--- src/hdl/assert_macros.svh ---
// Assertion macros shared by the date difference RTL.
`ifndef ASSERT_MACROS_SVH
`define ASSERT_MACROS_SVH

// Check that the consequent holds in the same cycle as the antecedent.
`define ASSERT_SAME(label, clk, rst_n, ante, cons) \
    label: assert property (@(posedge clk) disable iff (!rst_n) (ante) |-> (cons)) \
        else $error("same-cycle check failed");

// Check that the consequent holds in the cycle after the antecedent.
`define ASSERT_NEXT(label, clk, rst_n, ante, cons) \
    label: assert property (@(posedge clk) disable iff (!rst_n) (ante) |=> (cons)) \
        else $error("next-cycle check failed");

`endif

--- src/hdl/gdd_pkg.sv ---
// Package with widths, month tables and control types for the date difference pipeline.
`timescale 1ns / 1ps

package gdd_pkg;

    localparam int YEAR_W   = 14;
    localparam int MONTH_W  = 4;
    localparam int DAY_W    = 5;
    localparam int DOY_W    = 9;
    localparam int DAYS_W   = 23;
    localparam int DIFF_W   = 23;
    localparam int FEB_W    = 2;
    localparam int LEAPS_W  = 13;
    localparam int Q100_W   = 8;
    localparam int R100_W   = 7;

    // Reciprocal of 100 scaled by 2**19; exact floor for all 14-bit years.
    localparam int RECIP_W     = 13;
    localparam int RECIP_SHIFT = 19;
    localparam int PROD_W      = YEAR_W + RECIP_W;
    localparam logic [RECIP_W-1:0] RECIP_100   = RECIP_W'(5243);
    localparam logic [6:0]         CENTURY     = 7'd100;
    localparam logic [8:0]         COMMON_YEAR = 9'd365;

    localparam logic signed [DIFF_W:0]   DIFF_MAX_WIDE = (DIFF_W+1)'(4194303);
    localparam logic signed [DIFF_W:0]   DIFF_MIN_WIDE = -(DIFF_W+1)'(4194304);
    localparam logic [DIFF_W-1:0]        DIFF_MAX      = DIFF_W'(4194303);
    localparam logic [DIFF_W-1:0]        DIFF_MIN      = DIFF_W'(4194304);

    // Stage load enables and valid bits of the four pipeline stages.
    typedef struct packed {
        logic load1;
        logic load2;
        logic load3;
        logic load4;
        logic valid1;
        logic valid2;
        logic valid3;
        logic valid4;
    } pipe_ctrl_t;

    // Days before month m in a common year; months above twelve run on at February length.
    function automatic logic [DOY_W-1:0] days_before_month(input logic [MONTH_W-1:0] m);
        logic [DOY_W-1:0] r;
        case (m)
            4'd0:    r = 9'd0;
            4'd1:    r = 9'd0;
            4'd2:    r = 9'd31;
            4'd3:    r = 9'd59;
            4'd4:    r = 9'd90;
            4'd5:    r = 9'd120;
            4'd6:    r = 9'd151;
            4'd7:    r = 9'd181;
            4'd8:    r = 9'd212;
            4'd9:    r = 9'd243;
            4'd10:   r = 9'd273;
            4'd11:   r = 9'd304;
            4'd12:   r = 9'd334;
            4'd13:   r = 9'd365;
            4'd14:   r = 9'd393;
            4'd15:   r = 9'd421;
            default: r = 9'd0;
        endcase
        return r;
    endfunction

    // February-length months before month m; each adds a day in a leap year.
    function automatic logic [FEB_W-1:0] febs_before_month(input logic [MONTH_W-1:0] m);
        logic [FEB_W-1:0] r;
        case (m)
            4'd0, 4'd1, 4'd2: r = 2'd0;
            4'd14:            r = 2'd2;
            4'd15:            r = 2'd3;
            default:          r = 2'd1;
        endcase
        return r;
    endfunction

endpackage

--- src/hdl/gdd_pipe_ctrl.sv ---
// Valid bits and load enables of the four-stage pipeline.
`timescale 1ns / 1ps

module gdd_pipe_ctrl
    import gdd_pkg::*;
(
    input  logic       aclk,
    input  logic       aresetn,
    input  logic       s_tvalid,
    input  logic       m_tready,
    output pipe_ctrl_t ctrl
);

    logic valid1_reg, valid2_reg, valid3_reg, valid4_reg;
    logic valid1_next, valid2_next, valid3_next, valid4_next;
    logic load1, load2, load3, load4;

    // A stage loads when it is empty or its content moves on.
    always_comb begin
        load4 = !valid4_reg || m_tready;
        load3 = !valid3_reg || load4;
        load2 = !valid2_reg || load3;
        load1 = !valid1_reg || load2;
    end

    // Advance valid bits with the data.
    always_comb begin
        valid1_next = load1 ? s_tvalid   : valid1_reg;
        valid2_next = load2 ? valid1_reg : valid2_reg;
        valid3_next = load3 ? valid2_reg : valid3_reg;
        valid4_next = load4 ? valid3_reg : valid4_reg;
    end

    always_ff @(posedge aclk) begin
        if (!aresetn) begin
            valid1_reg <= 1'b0;
            valid2_reg <= 1'b0;
            valid3_reg <= 1'b0;
            valid4_reg <= 1'b0;
        end else begin
            valid1_reg <= valid1_next;
            valid2_reg <= valid2_next;
            valid3_reg <= valid3_next;
            valid4_reg <= valid4_next;
        end
    end

    always_comb begin
        ctrl.load1  = load1;
        ctrl.load2  = load2;
        ctrl.load3  = load3;
        ctrl.load4  = load4;
        ctrl.valid1 = valid1_reg;
        ctrl.valid2 = valid2_reg;
        ctrl.valid3 = valid3_reg;
        ctrl.valid4 = valid4_reg;
    end

endmodule

--- src/hdl/gdd_date_count.sv ---
// Three pipeline stages that turn one date into a running day count and its day of year.
`timescale 1ns / 1ps

module gdd_date_count
    import gdd_pkg::*;
(
    input  logic               aclk,
    input  pipe_ctrl_t         ctrl,
    input  logic [YEAR_W-1:0]  year,
    input  logic [MONTH_W-1:0] month,
    input  logic [DAY_W-1:0]   day,
    output logic [DAYS_W-1:0]  total,
    output logic [DOY_W-1:0]   day_of_year
);

    // Stage 1 registers
    logic [YEAR_W-1:0] year_reg;
    logic [PROD_W-1:0] prod_reg, prod_next;
    logic [DAYS_W-1:0] y365_reg, y365_next;
    logic [DOY_W-1:0]  base_reg, base_next;
    logic [FEB_W-1:0]  feb_reg;

    // Stage 2 registers
    logic [DAYS_W-1:0] dby_reg, dby_next;
    logic [DOY_W-1:0]  doy2_reg, doy2_next;

    // Stage 3 registers
    logic [DAYS_W-1:0] total_reg, total_next;
    logic [DOY_W-1:0]  doy3_reg;

    // Stage 2 intermediate terms
    logic [Q100_W-1:0]  q100;
    logic [R100_W-1:0]  r100;
    logic [YEAR_W-1:0]  rem_wide;
    logic               c4, c100, c400, leap;
    logic [LEAPS_W-1:0] leaps;

    // Stage 1: reciprocal product for the century, year times 365, month lookup.
    always_comb begin
        prod_next = PROD_W'(year) * PROD_W'(RECIP_100);
        y365_next = DAYS_W'(year) * DAYS_W'(COMMON_YEAR);
        base_next = days_before_month(month) + DOY_W'(day);
    end

    always_ff @(posedge aclk) begin
        if (ctrl.load1) begin
            year_reg <= year;
            prod_reg <= prod_next;
            y365_reg <= y365_next;
            base_reg <= base_next;
            feb_reg  <= febs_before_month(month);
        end
    end

    // Stage 2: century quotient and remainder, leap rule, leap days before the year.
    always_comb begin
        q100     = prod_reg[PROD_W-1 -: Q100_W];
        rem_wide = year_reg - YEAR_W'(q100) * YEAR_W'(CENTURY);
        r100     = rem_wide[R100_W-1:0];
        c4       = |year_reg[1:0];
        c100     = (r100 != '0);
        c400     = c100 || (q100[1:0] != 2'd0);
        leap     = !c4 && !c400 ? 1'b1 : (!c4 && c100);
        leaps    = LEAPS_W'(year_reg[YEAR_W-1:2]) + LEAPS_W'(c4)
                 - LEAPS_W'(q100) - LEAPS_W'(c100)
                 + LEAPS_W'(q100[Q100_W-1:2]) + LEAPS_W'(c400);
        dby_next  = y365_reg + DAYS_W'(leaps);
        doy2_next = base_reg + (leap ? DOY_W'(feb_reg) : '0);
    end

    always_ff @(posedge aclk) begin
        if (ctrl.load2) begin
            dby_reg  <= dby_next;
            doy2_reg <= doy2_next;
        end
    end

    // Stage 3: running count from year zero.
    always_comb begin
        total_next = dby_reg + DAYS_W'(doy2_reg);
    end

    always_ff @(posedge aclk) begin
        if (ctrl.load3) begin
            total_reg <= total_next;
            doy3_reg  <= doy2_reg;
        end
    end

    assign total       = total_reg;
    assign day_of_year = doy3_reg;

endmodule

--- src/hdl/gdd_diff.sv ---
// Output stage: subtract the two day counts, saturate and hold the result.
`timescale 1ns / 1ps

module gdd_diff
    import gdd_pkg::*;
(
    input  logic              aclk,
    input  pipe_ctrl_t        ctrl,
    input  logic [DAYS_W-1:0] first_total,
    input  logic [DAYS_W-1:0] second_total,
    input  logic [DOY_W-1:0]  first_doy,
    input  logic [DOY_W-1:0]  second_doy,
    input  logic              not_later,
    output logic [DIFF_W-1:0] day_difference,
    output logic              first_not_later,
    output logic [DOY_W-1:0]  first_day_of_year,
    output logic [DOY_W-1:0]  second_day_of_year
);

    logic signed [DIFF_W:0] wide;
    logic [DIFF_W-1:0]      diff_reg, diff_next;
    logic                   flag_reg;
    logic [DOY_W-1:0]       doy1_reg, doy2_reg;

    // Subtract and clamp to the signed output range.
    always_comb begin
        wide = signed'({1'b0, first_total}) - signed'({1'b0, second_total});
        if (wide > DIFF_MAX_WIDE) begin
            diff_next = DIFF_MAX;
        end else if (wide < DIFF_MIN_WIDE) begin
            diff_next = DIFF_MIN;
        end else begin
            diff_next = wide[DIFF_W-1:0];
        end
    end

    always_ff @(posedge aclk) begin
        if (ctrl.load4) begin
            diff_reg <= diff_next;
            flag_reg <= not_later;
            doy1_reg <= first_doy;
            doy2_reg <= second_doy;
        end
    end

    assign day_difference     = diff_reg;
    assign first_not_later    = flag_reg;
    assign first_day_of_year  = doy1_reg;
    assign second_day_of_year = doy2_reg;

endmodule

--- src/hdl/gregorian_date_difference.sv ---
// Top level of the Gregorian date difference pipeline.
//
//   Channel  Direction  Payload (lowest bit up)
//   s_       in         first_year, first_month, first_day, second_year, second_month,
//                       second_day, zero pad to 48 bits
//   m_       out        day_difference, first_not_later, first_day_of_year,
//                       second_day_of_year, zero pad to 48 bits
//
// One transfer per cycle in and out while m_tready does not stall the pipeline; the
// result passes through the four register stages (reciprocal and 365 products, leap
// terms, year count, subtract and clamp). Reset (aresetn low, synchronous) empties
// every stage.
// A stall on m_tready holds each full stage with no empty stage ahead of it in place;
// the others move on, empty stages keep filling, and s_tready falls only when all four stages hold an item.
`timescale 1ns / 1ps

`include "assert_macros.svh"

module gregorian_date_difference
    import gdd_pkg::*;
(
    input  logic        aclk,
    input  logic        aresetn,
    input  logic        s_tvalid,
    output logic        s_tready,
    // first_year[13:0], first_month[17:14], first_day[22:18], second_year[36:23],
    // second_month[40:37], second_day[45:41], zero [47:46]
    input  logic [47:0] s_tdata,
    output logic        m_tvalid,
    input  logic        m_tready,
    // day_difference[22:0], first_not_later[23], first_day_of_year[32:24],
    // second_day_of_year[41:33], zero [47:42]
    output logic [47:0] m_tdata
);

    pipe_ctrl_t ctrl;

    logic [YEAR_W-1:0]  first_year, second_year;
    logic [MONTH_W-1:0] first_month, second_month;
    logic [DAY_W-1:0]   first_day, second_day;

    logic [DAYS_W-1:0] first_total, second_total;
    logic [DOY_W-1:0]  first_doy, second_doy;

    logic              flag_next;
    logic              flag1_reg, flag2_reg, flag3_reg;

    logic [DIFF_W-1:0] day_difference;
    logic              first_not_later;
    logic [DOY_W-1:0]  first_day_of_year, second_day_of_year;

    // Unpack the input transfer.
    always_comb begin
        first_year   = s_tdata[13:0];
        first_month  = s_tdata[17:14];
        first_day    = s_tdata[22:18];
        second_year  = s_tdata[36:23];
        second_month = s_tdata[40:37];
        second_day   = s_tdata[45:41];
    end

    gdd_pipe_ctrl u_ctrl (
        .aclk     (aclk),
        .aresetn  (aresetn),
        .s_tvalid (s_tvalid),
        .m_tready (m_tready),
        .ctrl     (ctrl)
    );

    gdd_date_count u_first (
        .aclk        (aclk),
        .ctrl        (ctrl),
        .year        (first_year),
        .month       (first_month),
        .day         (first_day),
        .total       (first_total),
        .day_of_year (first_doy)
    );

    gdd_date_count u_second (
        .aclk        (aclk),
        .ctrl        (ctrl),
        .year        (second_year),
        .month       (second_month),
        .day         (second_day),
        .total       (second_total),
        .day_of_year (second_doy)
    );

    // Compare the raw fields, year first, and carry the flag alongside the counts.
    always_comb begin
        flag_next = (first_year < second_year) ||
                    (first_year == second_year && first_month < second_month) ||
                    (first_year == second_year && first_month == second_month &&
                     first_day <= second_day);
    end

    always_ff @(posedge aclk) begin
        if (ctrl.load1) begin
            flag1_reg <= flag_next;
        end
        if (ctrl.load2) begin
            flag2_reg <= flag1_reg;
        end
        if (ctrl.load3) begin
            flag3_reg <= flag2_reg;
        end
    end

    gdd_diff u_diff (
        .aclk               (aclk),
        .ctrl               (ctrl),
        .first_total        (first_total),
        .second_total       (second_total),
        .first_doy          (first_doy),
        .second_doy         (second_doy),
        .not_later          (flag3_reg),
        .day_difference     (day_difference),
        .first_not_later    (first_not_later),
        .first_day_of_year  (first_day_of_year),
        .second_day_of_year (second_day_of_year)
    );

    // Drive the handshake and pack the result transfer.
    assign s_tready = ctrl.load1;
    assign m_tvalid = ctrl.valid4;
    assign m_tdata  = {6'd0, second_day_of_year, first_day_of_year, first_not_later,
                       day_difference};

    // An accepted input transfer lands in stage one.
    `ASSERT_NEXT(a_enter_stage1, aclk, aresetn, s_tvalid && s_tready, ctrl.valid1)
    // A full stage one that cannot move keeps its item.
    `ASSERT_NEXT(a_hold_stage1, aclk, aresetn, ctrl.valid1 && !ctrl.load2, ctrl.valid1)
    // A full stage three moves into the output register when that register frees.
    `ASSERT_NEXT(a_move_to_output, aclk, aresetn, ctrl.valid3 && ctrl.load4, m_tvalid)
    // Input is refused only while the whole pipeline is full and stalled.
    `ASSERT_SAME(a_ready_when_room, aclk, aresetn, !s_tready,
                 ctrl.valid1 && ctrl.valid2 && ctrl.valid3 && m_tvalid && !m_tready)

endmodule

--- config.mk ---
export PLATFORM = sky130hd
export DESIGN_NAME = gregorian_date_difference
export DESIGN_NICKNAME = d
export VERILOG_FILES = /design/src/hdl/gdd_pkg.sv /design/src/hdl/gdd_pipe_ctrl.sv /design/src/hdl/gdd_date_count.sv /design/src/hdl/gdd_diff.sv /design/src/hdl/gregorian_date_difference.sv
export VERILOG_INCLUDE_DIRS = /design/src /design/src/hdl
export SDC_FILE = /design/constraint.sdc
export NUM_CORES = 1
export LEC_CHECK = 0
export ABC_AREA = 1
export CAP_MARGIN = 20
export CORE_MARGIN = 5
export CORE_UTILIZATION = 30
export CTS_BUF_LIST = sky130_fd_sc_hd__clkbuf_16
export CTS_CLUSTER_SIZE = 12
export DETAILED_ROUTE_END_ITERATION = 8
export DONT_BUFFER_PORTS = 1
export GPL_ROUTABILITY_DRIVEN = 1
export SLEW_MARGIN = 10
export SYNTH_ARGS = -nofsm -noshare
export SYNTH_HDL_FRONTEND = slang
export SYNTH_SLANG_ARGS = --single-unit
--- constraint.sdc ---
create_clock -name aclk -period 6.36 [get_ports aclk]
set_input_delay 0.318 -clock aclk [delete_from_list [all_inputs] [get_ports aclk]]
set_output_delay 0.318 -clock aclk [all_outputs]
set_load 0.01 [all_outputs]
# Word level (Yosys, flattened, before mapping)
# Memory sizes are Yosys's and may differ from the RTL's.
# Cells that the tools add are included.
[totals] ff_bits=327 mem_bits_ro=288 output_inout_bits=50 memories=2
[classes] addsub=21 mul=6 n_lt_le_gt_ge=5 n_eq_ne=10 mux=7 reduce_logical=33
[memory_table] name="(no name shown)" depth=16 width=9 read_ports=1 rd_ports_with_merged_regs=0 wr=0 line_no="gdd_pkg.sv:45" text="case (m)"
[memory_table] name="(no name shown)" depth=16 width=9 read_ports=1 rd_ports_with_merged_regs=0 wr=0 line_no="gdd_pkg.sv:45"
[op_table] op="$mul A14 B13 Y27 const B" n=2
[op_table] op="$add A23 B13 Y23" n=2
[op_table] op="$add A23 B9 Y23" n=2
[op_table] op="$mul A14 B9 Y23 const B" n=2
[op_table] op="$add A12 B1 Y13" n=2
[op_table] op="$add A13 B1 Y13" n=2
[op_table] op="$add A13 B6 Y13" n=2
[op_table] op="$sub A13 B1 Y13" n=2
[op_table] op="$sub A13 B8 Y13" n=2
[op_table] op="$gt A24 B23 Y1 const B" n=1
[op_table] op="$lt A24 B23 Y1 const B" n=1
[op_table] op="$sub A23 B23 Y24" n=1
[op_table] op="$mux W23" n=1
[op_table] op="$add A9 B5 Y9" n=2
[op_table] op="$add A9 B9 Y9" n=2
[op_table] op="$eq A4 B4 Y1 const B" n=4
[op_table] op="$mul A8 B5 Y5 const B" n=2
[op_table] op="$eq A14 B14 Y1" n=1
[op_table] op="$lt A14 B14 Y1" n=1
[op_table] op="$reduce_bool A7 Y1" n=2
[op_table] op="$sub A7 B7 Y7" n=2
[op_table] op="$pmux W2 S3" n=2
[op_table] op="$eq A4 B1 Y1 const B" n=2
[op_table] op="$eq A4 B2 Y1 const B" n=2
[op_table] op="12 further kinds" n=38

# Longest topological paths before layout
[logic_depth] depth_word=9 mapped_depth=34 mapped_depth_nobuf=34

# Cells and area by module
# Synthesis repeated with hierarchy kept, for this count alone.
[unflattened] cells_unflattened=3513 area_unflattened_um2=30563.1
[modules_own_cells] mod="gdd_date_count (u_first)" n_inst=1 cells_each=1474 area_per_inst_um2=13256.5 seq_area_each_um2=3543.4
[modules_own_cells] mod="gdd_date_count (u_second)" n_inst=1 cells_each=1463 area_per_inst_um2=13121.3 seq_area_each_um2=3543.4
[modules_own_cells] mod="gdd_diff" n_inst=1 cells_each=424 area_per_inst_um2=3125.5 seq_area_each_um2=1261.2
[modules_own_cells] mod="gregorian_date_difference" n_inst=1 cells_each=125 area_per_inst_um2=833.3 seq_area_each_um2=90.1
[modules_own_cells] mod="gdd_pipe_ctrl" n_inst=1 cells_each=27 area_per_inst_um2=226.5 seq_area_each_um2=80.1

# Least setup slack after synthesis
# Ideal clock, no wire load.
[synth_timing] path_type="reg-to-reg" startpoint="register u_ctrl.valid4_reg" endpoint="register flag1_reg (enable)" arrival_ns=5.330 required_ns=5.884 path_slack_ns=0.554 path_stages_with_launch=8 n_path_buf=0 cell_sequence="dfxtp_1 > inv_1 > nor2_1 > inv_1 > nor2_1 > inv_1 > nor2_1 > nand2_1"
[synth_between] elab_chain_cells=5
[synth_rtl] item="start: declaration" line_no="gdd_pipe_ctrl.sv:14" text="logic valid1_reg, valid2_reg, valid3_reg, valid4_reg;"
[synth_rtl] item="start signal: assignment" line_no="gdd_pipe_ctrl.sv:44" text="valid4_reg <= valid4_next;"
[synth_rtl] item="$logic_not A1 Y1" line_no="gdd_pipe_ctrl.sv:20" text="load4 = !valid4_reg || m_tready;"
[synth_rtl] item="$logic_or A1 B1 Y1" line_no="gdd_pipe_ctrl.sv:20"
[synth_rtl] item="net u_ctrl.load4" line_no="gdd_pipe_ctrl.sv:16" text="logic load1, load2, load3, load4;"
[synth_rtl] item="$logic_or A1 B1 Y1" line_no="gdd_pipe_ctrl.sv:21" text="load3 = !valid3_reg || load4;"
[synth_rtl] item="net u_ctrl.load3" line_no="gdd_pipe_ctrl.sv:16"
[synth_rtl] item="$logic_or A1 B1 Y1" line_no="gdd_pipe_ctrl.sv:22" text="load2 = !valid2_reg || load3;"
[synth_rtl] item="$logic_or A1 B1 Y1" line_no="gdd_pipe_ctrl.sv:23" text="load1 = !valid1_reg || load2;"
[synth_rtl] item="net s_tready" line_no="gregorian_date_difference.sv:25" text="output logic s_tready,"
[synth_rtl] item="end signal: assignment" line_no="gregorian_date_difference.sv:100" text="flag1_reg <= flag_next;"
[synth_rtl] item="end: declaration" line_no="gregorian_date_difference.sv:46" text="logic flag1_reg, flag2_reg, flag3_reg;"
# The timed path passes the listed nets, and every way through them passes these cells.
# A chain may end at the register's enable or synchronous reset.

# Worst setup path after layout
[layout_timing] startpoint="register u_first.prod_reg[22]" endpoint="register u_first.dby_reg[15] (data pin)"
[layout_between] elab_chain_cells=7
[layout_rtl] item="start: declaration" line_no="gdd_date_count.sv:18" text="logic [PROD_W-1:0] prod_reg, prod_next;"
[layout_rtl] item="start signal: assignment" line_no="gdd_date_count.sv:48" text="prod_reg <= prod_next;"
[layout_rtl] item="$mul A8 B5 Y5" line_no="gdd_date_count.sv:58" text="rem_wide = year_reg - YEAR_W'(q100) * YEAR_W'(CENTURY);"
[layout_rtl] item="$sub A7 B7 Y7" line_no="gdd_date_count.sv:58"
[layout_rtl] item="$reduce_bool A7 Y1" line_no="gdd_date_count.sv:61" text="c100 = (r100 != '0);"
[layout_rtl] item="$sub A13 B1 Y13" line_no="gdd_date_count.sv:65" text="- LEAPS_W'(q100) - LEAPS_W'(c100)"
[layout_rtl] item="$add A13 B6 Y13" line_no="gdd_date_count.sv:66" text="+ LEAPS_W'(q100[Q100_W-1:2]) + LEAPS_W'(c400);"
[layout_rtl] item="$add A13 B1 Y13 *" line_no="gdd_date_count.sv:66"
[layout_rtl] item="$add A23 B13 Y23 *" line_no="gdd_date_count.sv:67" text="dby_next = y365_reg + DAYS_W'(leaps);"
[layout_rtl] item="net u_first.dby_next[15]" line_no="gdd_date_count.sv:24" text="logic [DAYS_W-1:0] dby_reg, dby_next;"
[layout_rtl] item="end signal: assignment" line_no="gdd_date_count.sv:73" text="dby_reg <= dby_next;"
[layout_rtl] item="end: declaration" line_no="gdd_date_count.sv:24"
# Mark *: on every way through the listed nets, which the timed path passes. The rest lies on a longest branch.

==> results.toml <==
[grt]
grt_use_total_pct = 13.6
grt_pass1_wl_mm = 116
grt_max_degree = 67
grt_pass1_vias = 21700
grt.overflow.total = 0
grt_antenna_before_repair = 4

[cells_and_area]
design_area_um2 = 32700
nets = 4118
fillers = 10100
synthToLayoutAreaGrowth_pct = 10.2
layout_common_cells = "inv_1 (713), nand2_1 (644), ha_1 (448), edfxtp_1 (281), fa_1 (234)"
final_common_cell = "inv_1"
drive_gt1_share_pct = 2.56
multi_input_area_um2 = 18400
seq_area_um2 = 8520
utilization_pct = 33.3

[timing]
setup_violations = 0
slew_headroom_pct = 31.7
hold_viol = 0
worst_slew_pin_slew_ns = 1.02
rsz0062_at_grt = "false"
fmax_ghz = 0.169
whs_ns = 0.0499
finalMaxSlewViolations = 0
setup_tns_ns = 0
clock_skew_ns = 0.0197
min_period_ns = 5.93
finalCritPeriodShare_pct = 93.2

[detailed_routing]
wire_per_inst_um = 15.2
routed_via_density = 4.54
drt_iter0_drc = 1152
drc = 0
firstDrtPassIters = 5
vias = 21300
ant_nets = 0
routed_wirelength_mm = 71.3

[setup_path]
path_common_cell = "inv_1"
rrSetupSlack_ns = 0.43
slowest_delay_ns = 0.52
slowest_stage = "fa_1"
cp_max_fo = 6
worstReg2RegEnd = "u_first.dby_reg[15]"
cp.arrival_ns = 6.20
r2r-start = "u_first.prod_reg[22]"
worst-setup-path-type = "register to register"
cp-end-kind = "register"
worst_setup_path_start_kind = "register"
r2r.worst_path.cells = 28
cp_data_required_time_ns = 6.63

[yosys]
synth_flop_cell = "edfxtp_1"
ys_ff_latch = 285
yosys_warnings = 0
synthesis.area_um2 = 29700
ys_async_sr_fraction_pct = 0
avgSynthCellArea_um2 = 8.95
ys_seq_area_share_pct = 28.7
synth_edf_count = 281
synth.distinct_cells = 48
synthCells = 3315

[placed_design]
gp_congestion = 0.899
placed_area_um2 = 31200
dp_hpwl_mm = 59.1
io_buffers = 0

[cts]
cts_buffers = 36
clock_path_buffers = 3
htree_num_levels = 2
clkTransAtPathRegs_ns = 0.06
clkSinkCount = 285
cts_root_buf = "clkbuf_16"
insertion_delay_ns = 0.53
cts_tree = "done"

[floorplanning]
die_h_um = 324
start_util_pct = 30.2
die-area_um2 = 105000
die_w_um = 324
ios = 102
num_rows = 115
core_area_um2 = 98300

[run_status]
outcome = "complete, no violations"

[run]
maxCapViolations = 0

[hold_path]
hp-class = "input pin to register"
min_to = "u_first.base_reg[1]"
min_path_cells = 1
min-delay-start = "s_tdata[19]"
-- per-layer routing --
metal	part of all wire, %	routed length [um]	GRT usage, %	vias to the layer above
met5	0.018	13	0	-
met4	2.4	1680	3.02	2
met3	4.8	3410	2.45	95
met2	47	33200	23.4	399
met1	46	33000	18.0	9927
li1	-	-	-	10900
-- layout make-up --
type | count | area share, %
Antenna cell | 2 | 0.0153
Clock buffer | 37 | 2.83
Clock inverter | 22 | 0.555
Inverter | 715 | 8.21
Multi-Input combinational cell | 2307 | 56.3
Sequential cell | 285 | 26.1
Tap cell | 1287 | 4.93
Timing Repair Buffer | 38 | 1.13
-- worst max-delay path by stage --
stage,startpoint,depth (start not counted),slack [ns],endpoint
detailed placement,u_first.prod_reg[19],27,0.28,u_first.dby_reg[18]
finish,u_first.prod_reg[22],28,0.43,u_first.dby_reg[15]
floorplan,u_ctrl.valid4_reg,7,0.55,flag1_reg
global placement,u_first.prod_reg[19],27,0.34,u_first.dby_reg[18]
global route,u_first.prod_reg[22],28,0.009,u_first.dby_reg[19]
CTS,u_first.prod_reg[19],27,0.23,u_first.dby_reg[18]
-- kinds of logic (layout without fill, tap and decap cells) --
kind of cell / Yosys count / in the layout / share of synthesized area [%]
xor+xnor: 168 / 168 / 4.96
buf+inv: 728 / 812 / 9.41
other cells: 1 / 8 / 0.0126
compound gates: 360 / 360 / 6.86
flops: 285 / 285 / 28.7
simple gates: 1090 / 1090 / 15.3
fa+ha+maj: 683 / 683 / 34.8
-- timing repair --
item / in CTS / in global routing
hold buffers: 33 / 0
setup endpoints to repair: 0 / 8
hold endpoints to repair: 37 / 0
setup buffers: 0 / 1
gates resized for setup: 0 / 5
-- cells in the mapped netlist, types with 22 or more instances --
| master | n | area [um^2] |
|---|---|---|
| a21o_1 | 22 | 165 |
| nand2_1 | 645 | 2420 |
| ha_1 | 448 | 5610 |
| nor3_1 | 31 | 155 |
| nand3_1 | 130 | 651 |
| edfxtp_1 | 281 | 8440 |
| a21oi_1 | 179 | 896 |
| xor2_1 | 111 | 972 |
| fa_1 | 235 | 4700 |
| inv_1 | 714 | 2680 |
| nor2_1 | 201 | 754 |
| nand4_1 | 48 | 300 |
| xnor2_1 | 57 | 499 |
| o21ai_0 | 83 | 415 |
-- worst max-delay path: cells and delay by family (launching register included) --
family                   cells  cell delay (ns)
adder cells (fa/ha/maj)      8             2.96
AND/OR/NAND/NOR              9             0.99
AO/OA/AOI/OAI                3             0.50
buffers and inverters        6             0.45
flip-flops                   1             0.43
XOR/XNOR                     2             0.33
-- metrics by stage --
step | instances | worst slack (ns)
final | 4693 | 0.430
after global routing | 4691 | 0.00948
after CTS | 4690 | 0.230
after detailed placement | 4598 | 0.278
after global placement | 4598 | 0.344
after floorplan | 3320 | 0.554
Power is left out: the tool's default activity adds up to more than one toggle a clock period on the data nets, which glitch-free logic cannot reach.
